[src/design/fixed_width_integer_alu_unit_assert.svh]
// assertion macros for the integer alu
`ifndef FIXED_WIDTH_INTEGER_ALU_UNIT_ASSERT_SVH
`define FIXED_WIDTH_INTEGER_ALU_UNIT_ASSERT_SVH

// same-cycle implication
`define FWIA_ASSERT_NOW(label, clk, rst, ante, cons) \
   label: assert property (@(posedge clk) disable iff (rst) (ante) |-> (cons)) \
      else $error("fwia assertion failed");

// next-cycle implication
`define FWIA_ASSERT_NEXT(label, clk, rst, ante, cons) \
   label: assert property (@(posedge clk) disable iff (rst) (ante) |=> (cons)) \
      else $error("fwia assertion failed");

`endif

[src/design/fwia_pkg.sv]
`default_nettype none
package fwia_pkg;

   typedef struct packed {
      logic [4:0]  command;
      logic [63:0] operand_a;
      logic [63:0] operand_b;
      logic [63:0] modulus;
      logic [5:0]  bit_pos;
      logic [6:0]  bit_count;
      logic [2:0]  predicate;
   } req_type;

   typedef struct packed {
      logic [63:0] result;
      logic [63:0] second_result;
      logic        condition_true;
      logic [1:0]  status;
   } rsp_type;

   localparam logic [4:0] CMD_ADD     = 5'd0;
   localparam logic [4:0] CMD_SUB     = 5'd1;
   localparam logic [4:0] CMD_MUL     = 5'd2;
   localparam logic [4:0] CMD_DIV     = 5'd3;
   localparam logic [4:0] CMD_REM     = 5'd4;
   localparam logic [4:0] CMD_DIVMOD  = 5'd5;
   localparam logic [4:0] CMD_POW     = 5'd6;
   localparam logic [4:0] CMD_POWMOD  = 5'd7;
   localparam logic [4:0] CMD_NEG     = 5'd8;
   localparam logic [4:0] CMD_ABS     = 5'd9;
   localparam logic [4:0] CMD_NOT     = 5'd10;
   localparam logic [4:0] CMD_SHL     = 5'd11;
   localparam logic [4:0] CMD_SHR     = 5'd12;
   localparam logic [4:0] CMD_AND     = 5'd13;
   localparam logic [4:0] CMD_OR      = 5'd14;
   localparam logic [4:0] CMD_XOR     = 5'd15;
   localparam logic [4:0] CMD_ROTL    = 5'd16;
   localparam logic [4:0] CMD_ROTR    = 5'd17;
   localparam logic [4:0] CMD_EXTRACT = 5'd18;
   localparam logic [4:0] CMD_INSERT  = 5'd19;
   localparam logic [4:0] CMD_COMPARE = 5'd20;

   localparam logic [2:0] PRED_LT = 3'd0;
   localparam logic [2:0] PRED_LE = 3'd1;
   localparam logic [2:0] PRED_EQ = 3'd2;
   localparam logic [2:0] PRED_NE = 3'd3;
   localparam logic [2:0] PRED_GT = 3'd4;
   localparam logic [2:0] PRED_GE = 3'd5;

   localparam logic [1:0] ST_OK       = 2'd0;
   localparam logic [1:0] ST_DIV_ZERO = 2'd1;
   localparam logic [1:0] ST_ZERO_MOD = 2'd2;
   localparam logic [1:0] ST_NEG_EXP  = 2'd3;

   localparam logic CSR_WIDTH_SELECT = 1'b0;
   localparam logic CSR_SIGNED_MODE  = 1'b1;

   localparam logic [1:0] MSEL_AB = 2'd0;
   localparam logic [1:0] MSEL_RB = 2'd1;
   localparam logic [1:0] MSEL_BB = 2'd2;

   localparam logic [1:0] MDST_RES  = 2'd0;
   localparam logic [1:0] MDST_R    = 2'd1;
   localparam logic [1:0] MDST_BASE = 2'd2;

   localparam logic [1:0] DSEL_AB  = 2'd0;
   localparam logic [1:0] DSEL_POW = 2'd1;

   typedef struct packed {
      logic       load;
      logic       simple;
      logic       mul_load;
      logic [1:0] mul_sel;
      logic       mul_wr;
      logic [1:0] mul_dest;
      logic       div_load;
      logic [1:0] div_sel;
      logic       div_fin;
      logic       pow_init;
      logic       pow_fin;
      logic       exp_shift;
      logic       emit;
   } fwia_cmd_type;

   typedef struct packed {
      logic is_mul;
      logic is_div;
      logic is_pow;
      logic is_powmod;
      logic b_zero;
      logic b_neg;
      logic md_zero;
      logic exp_zero;
      logic exp_lsb;
      logic mul_done;
      logic div_done;
   } fwia_stat_type;

   function automatic logic [63:0] low_mask(input logic [6:0] n);
      logic [63:0] one;
      one = 64'd1;
      if (n >= 7'd64) begin
         return '1;
      end
      return (one << n[5:0]) - 64'd1;
   endfunction

   function automatic logic [63:0] ext(input logic [63:0] v, input logic [6:0] w,
                                       input logic s);
      logic [63:0] m;
      logic [6:0]  top;
      logic [63:0] r;
      m   = low_mask(w);
      top = w - 7'd1;
      r   = v & m;
      if (s && v[top[5:0]]) begin
         r = r | ~m;
      end
      return r;
   endfunction

endpackage
`default_nettype wire

[src/design/fwia_ctrl.sv]
`default_nettype none
`include "fixed_width_integer_alu_unit_assert.svh"
module fwia_ctrl (
   input  wire logic                    clock,
   input  wire logic                    reset,
   input  wire logic                    start,
   output logic                         busy,
   output logic                         rsp_valid,
   input  wire fwia_pkg::fwia_stat_type stat,
   output fwia_pkg::fwia_cmd_type       cmd
);
   import fwia_pkg::*;

   typedef enum logic [7:0] {
      S_IDLE = 8'b0000_0001,
      S_DEC  = 8'b0000_0010,
      S_MUL  = 8'b0000_0100,
      S_POW  = 8'b0000_1000,
      S_PMR  = 8'b0001_0000,
      S_PMB  = 8'b0010_0000,
      S_DIV  = 8'b0100_0000,
      S_OUT  = 8'b1000_0000
   } state_type;

   state_type state_ff, state_in;
   logic      rsp_valid_ff;

   always_comb begin
      state_in = state_ff;
      cmd      = '0;
      unique case (state_ff)
         S_IDLE: begin
            if (start) begin
               cmd.load = 1'b1;
               state_in = S_DEC;
            end
         end
         S_DEC: begin
            if (stat.is_mul) begin
               cmd.mul_load = 1'b1;
               cmd.mul_sel  = MSEL_AB;
               state_in     = S_MUL;
            end else if (stat.is_div && !stat.b_zero) begin
               cmd.div_load = 1'b1;
               cmd.div_sel  = DSEL_AB;
               state_in     = S_DIV;
            end else if (stat.is_pow && !stat.b_neg &&
                         !(stat.is_powmod && stat.md_zero)) begin
               cmd.pow_init = 1'b1;
               state_in     = S_POW;
            end else begin
               cmd.simple = 1'b1;
               state_in   = S_OUT;
            end
         end
         S_MUL: begin
            if (stat.mul_done) begin
               cmd.mul_wr   = 1'b1;
               cmd.mul_dest = MDST_RES;
               state_in     = S_OUT;
            end
         end
         S_POW: begin
            if (stat.exp_zero) begin
               if (stat.is_powmod) begin
                  cmd.div_load = 1'b1;
                  cmd.div_sel  = DSEL_POW;
                  state_in     = S_DIV;
               end else begin
                  cmd.pow_fin = 1'b1;
                  state_in    = S_OUT;
               end
            end else if (stat.exp_lsb) begin
               cmd.mul_load = 1'b1;
               cmd.mul_sel  = MSEL_RB;
               state_in     = S_PMR;
            end else begin
               cmd.mul_load = 1'b1;
               cmd.mul_sel  = MSEL_BB;
               state_in     = S_PMB;
            end
         end
         S_PMR: begin
            if (stat.mul_done) begin
               cmd.mul_wr   = 1'b1;
               cmd.mul_dest = MDST_R;
               cmd.mul_load = 1'b1;
               cmd.mul_sel  = MSEL_BB;
               state_in     = S_PMB;
            end
         end
         S_PMB: begin
            if (stat.mul_done) begin
               cmd.mul_wr    = 1'b1;
               cmd.mul_dest  = MDST_BASE;
               cmd.exp_shift = 1'b1;
               state_in      = S_POW;
            end
         end
         S_DIV: begin
            if (stat.div_done) begin
               cmd.div_fin = 1'b1;
               state_in    = S_OUT;
            end
         end
         S_OUT: begin
            cmd.emit = 1'b1;
            state_in = S_IDLE;
         end
         default: state_in = S_IDLE;
      endcase
   end

   always_ff @(posedge clock) begin
      if (reset) begin
         state_ff     <= S_IDLE;
         rsp_valid_ff <= 1'b0;
      end else begin
         state_ff     <= state_in;
         rsp_valid_ff <= (state_ff == S_OUT);
      end
   end

   assign busy      = (state_ff != S_IDLE);
   assign rsp_valid = rsp_valid_ff;

   `FWIA_ASSERT_NEXT(a_accept_decodes, clock, reset, start && !busy, state_ff == S_DEC)
   `FWIA_ASSERT_NEXT(a_out_strobes, clock, reset, state_ff == S_OUT, rsp_valid)
   `FWIA_ASSERT_NOW(a_strobe_when_idle, clock, reset, rsp_valid, state_ff != S_OUT)
   `FWIA_ASSERT_NEXT(a_div_finishes, clock, reset, state_ff == S_DIV && stat.div_done, state_ff == S_OUT)

endmodule
`default_nettype wire

[config.mk]
export PLATFORM = sky130hd
export DESIGN_NAME = fwia_ctrl
export DESIGN_NICKNAME = d
export VERILOG_FILES = /design/src/design/fwia_pkg.sv /design/src/design/fwia_ctrl.sv
export VERILOG_INCLUDE_DIRS = /design/src /design/src/design
export SDC_FILE = /design/constraint.sdc
export NUM_CORES = 1
export LEC_CHECK = 0
export ABC_AREA = 1
export BUFFER_PORTS_ARGS = -buffer_cell sky130_fd_sc_hd__buf_2
export CORE_MARGIN = 2
export CORE_UTILIZATION = 46
export DETAILED_ROUTE_END_ITERATION = 16
export PLACE_DENSITY = 0.84
export RECOVER_POWER = 100
export SYNTH_ARGS = -nofsm -noshare
export SYNTH_HDL_FRONTEND = slang
export SYNTH_SLANG_ARGS = --single-unit
[constraint.sdc]
create_clock -name clock -period 1.3 [get_ports clock]
set_clock_uncertainty 0.05 [all_clocks]
set_input_delay 0.195 -clock clock [delete_from_list [all_inputs] [get_ports clock]]
set_output_delay 0.195 -clock clock [all_outputs]
set_load 0.05 [all_outputs]
==> metrics.csv, run 1 <==
metric,value,unit
outcome,stopped before the end,
stop_stage,clock tree synthesis (4_1_cts),
firstError,"[ERROR DPL-0038] Utilization greater than 100%, impossible to legalize",
die_y,45.07,µm
htreeDepth,1,
cts_sinks,9,
gp_congestion,0.8154,
synth-main-ff-cell,dfxtp_1,
synth-edff-count,0,
synth_area_per_cell,5.662,µm²
syn_inst,137,
cts_buffers,3,
start_util,0.5032,
io_pins,32,
seq_area_frac_synth,0.2323,
async_flop_share,0,
syn_nets,151,
die_w,45.07,µm
netlist_area,775.7,µm²
ys_seq_elements,9,
synth_top_area_cell,dfxtp_1,
synth_cell_type_count,20,
ys_warn_count,0,
port_buffers,30,
dp.cells,207,
synthMostInstantiatedCell,nor2_1,
post_cts_buffers,12,
ctsResizeCount,101,
cts_root_buffer,clkbuf_4,
yosys.area.top_type_share,0.2323,
synth_area_leaders,"dfxtp_1, nor2_1, nand2_1, inv_1, nand3_1",
dpl.hpwl,1961,µm
cts_hold_buf,0,
synth_commonest_cells,"nor2_1, nand2_1, inv_1, nand3_1, dfxtp_1",
num_rows,14,
clk_path_buf_depth,2,
logic make-up after synthesis:
group	Yosys count	synth area share
buffers and inverters	30	0.1500
other	1	0.004834
AO/OA/AOI/OAI	7	0.05485
flip-flops	9	0.2323
AND/OR/NAND/NOR	90	0.5581
metrics by stage:
stage               hold slack [ps]  setup TNS [ps]  instance area, µm²  utilization  setup WS, ps
floorplan                     206.7           -1332               834.6            -        -415.5
global placement              409.4           -2067                1185       0.7687        -196.8
detailed placement            412.2           -2632                1185       0.7687        -204.3
==> run 2, diff against run 1 <==
--- a/config.mk
+++ b/config.mk
@@ -8,10 +8,10 @@
 export LEC_CHECK = 0
 export ABC_AREA = 1
 export BUFFER_PORTS_ARGS = -buffer_cell sky130_fd_sc_hd__buf_2
-export CORE_MARGIN = 2
-export CORE_UTILIZATION = 46
+export CORE_AREA = 2 2 63 65
 export DETAILED_ROUTE_END_ITERATION = 16
-export PLACE_DENSITY = 0.84
+export DIE_AREA = 0 0 65 67
+export PLACE_DENSITY_LB_ADDON = 0.15
 export RECOVER_POWER = 100
 export SYNTH_ARGS = -nofsm -noshare
 export SYNTH_HDL_FRONTEND = slang
==> run 2 against run 1 <==
Compared with the run above: the flow now finishes, with violations (negative setup slack); synthesized cell count is the same; synthesized area is the same.
==> metrics.csv, run 2 <==
metric,value,unit
seq_area_frac_synth,0.2323,
synth-edff-count,0,
die_y,67,µm
dr.pass1.iters,4,
syn_inst,137,
port_buffers,30,
synth_cell_type_count,20,
insertion_delay,230,ps
path_class,reg2out,
die-area,4355,µm²
synth_area_leaders,"dfxtp_1, nor2_1, nand2_1, inv_1, nand3_1",
end_kind,primary output,
synth-main-ff-cell,dfxtp_1,
cts_root_buffer,clkbuf_8,
setup_viol_count_final,22,
finalCriticalPeriod,1651,ps
drc,0,
wire_per_inst,10.31,µm
stdcell_count,250,
netlist_area,775.7,µm²
place_area,1195,µm²
cp_max_fo,5,
core,3606,µm²
layout_setup_ws,-351.4,ps
drive_gt1_frac,0.6634,
crit_chain,nor2_2 -> nand2_2 -> nor2_4 -> buf_4 -> nand2_2 -> clkinvlp_4 -> buf_8,
ir_drop,501.2,µV
io_pins,32,
fin_area,1638,µm²
viasPerCell,4.052,
final_max_slew_viol_count,0,
grt_pass1_vias,1022,
mostFrequentLayoutCell,buf_4,
hold_ws,174.5,ps
die_w,65,µm
synth_area_per_cell,5.662,µm²
cts_buffers,3,
clk_path_buf_depth,2,
fin_crit_sh,1.270,
violations,negative setup slack,
largest_register,state_ff,
start_util,0.2151,
ant_nets,0,
n_fill_cell,375,
multi_input_area,666.9,µm²
crit_top_cell,nand2_2,
num_rows,22,
num_vias,1013,
wirelength,2577,µm
synth_top_area_cell,dfxtp_1,
rsz0062_at_grt,yes,
maxCapViolCount,0,
largest_register_ffs,8,
htreeDepth,1,
finalNetCount,217,
grt_antenna_before_repair,0,
cts_sinks,9,
ys_seq_elements,9,
final_cell_mix,"buf_4, nor2_1, nand2_1",
grt_max_degree,8,
p_per_area,721.6,nW/µm²
critPathRequiredTime,1050,ps
area_growth,111.1,%
regArea,190.2,µm²
critPathMaxStageDelay,330,ps
synthMostInstantiatedCell,nor2_1,
cts_tree,yes,
cp.arrival,1410,ps
leakagePower,0.8178,nW
slowest_stage,dfxtp_2,
hp-class,in2reg,
dpl.hpwl,1932,µm
cp-start-kind,register,
drt-initial-drc-count,11,
yosys.area.top_type_share,0.2323,
dp.cells,235,
syn_nets,151,
synth_commonest_cells,"nor2_1, nand2_1, inv_1, nand3_1, dfxtp_1",
clkTransAtPathRegs,50,ps
async_flop_share,0,
diodes,0,
grt_overflow,0,
grt.total_usage,0.1251,
gp_congestion,0.7986,
grt_pass1_wl,4181,µm
fmax,605.5,MHz
finalHoldViolCount,0,
ys_warn_count,0,
outcome,"complete, but fails checks",
run 2: where the power goes:
group / switching [mW] / internal [mW]
logic: 0.326 / 0.213
registers: 0.0156 / 0.297
clock network: 0.116 / 0.214
total: 0.457 / 0.724
run 2: through the flow:
stage,total power [mW],setup WS [ps],util,TNS (ps)
5_1_grt,1.265,-441.7,0.4542,-6855
3_5_place_dp,0.7028,-250.5,0.3314,-2814
2_1_floorplan,0.5766,-415.5,-,-1332
6_report,1.182,-351.4,0.4542,-5036
4_1_cts,1.140,-328.1,0.4087,-4919
3_3_place_gp,0.7002,-248.1,0.3314,-2781
run 2: logic make-up after synthesis:
group           count (synthesis)  synth area share
compound gates                  7           0.05485
simple gates                   90            0.5581
buf+inv                        30            0.1500
other cells                     1          0.004834
flops                           9            0.2323
run 2: layer usage:
metal | share of wire | vias to the layer above | track usage
met3 | 0.036 | 0 | 0.03378
met2 | 0.57 | 18 | 0.2564
li1 | - | 541 | -
met4 | 0 | 0 | 0.007979
met1 | 0.40 | 454 | 0.1303
met5 | 0 | - | 0
run 2: final cells by class:
class | instances | area share
clock buffers | 4 | 0.02750
inverters | 29 | 0.07869
multi-input cells | 98 | 0.4072
flip-flops and latches | 9 | 0.1161
well taps | 48 | 0.03667
repair buffers | 62 | 0.3338
run 2: path summary, 6_finish.rpt:
kind	start	endpoint	slack [ps]	cells past startpoint
worst min-delay path	reset	state_ff[4]$_SDFFE_PP0P_	170	2
worst min register to register	state_ff[7]$_SDFFE_PP0P_	rsp_valid$_SDFF_PP0_	510	2
worst max register to register	state_ff[7]$_SDFFE_PP0P_	state_ff[5]$_SDFFE_PP0P_	-190	12
worst max-delay path	state_ff[4]$_SDFFE_PP0P_	cmd[14]	-350	7
run 2: worst max-delay path: cells and delay by family, from the launching register on:
| kind | cells | cell delay [ps] |
|---|---|---|
| simple gates | 4 | 490 |
| buf+inv | 3 | 360 |
| flops | 1 | 330 |
run 2: repair_timing:
item,CTS,global route
hold endpoints to repair,0,0
gates resized for setup,66,30
pin swaps,16,10
hold buffers,0,0
setup endpoints to repair,23,23
setup buffers,8,8
cloned,0,0
Note: power is estimated with default switching activity, not from simulation.
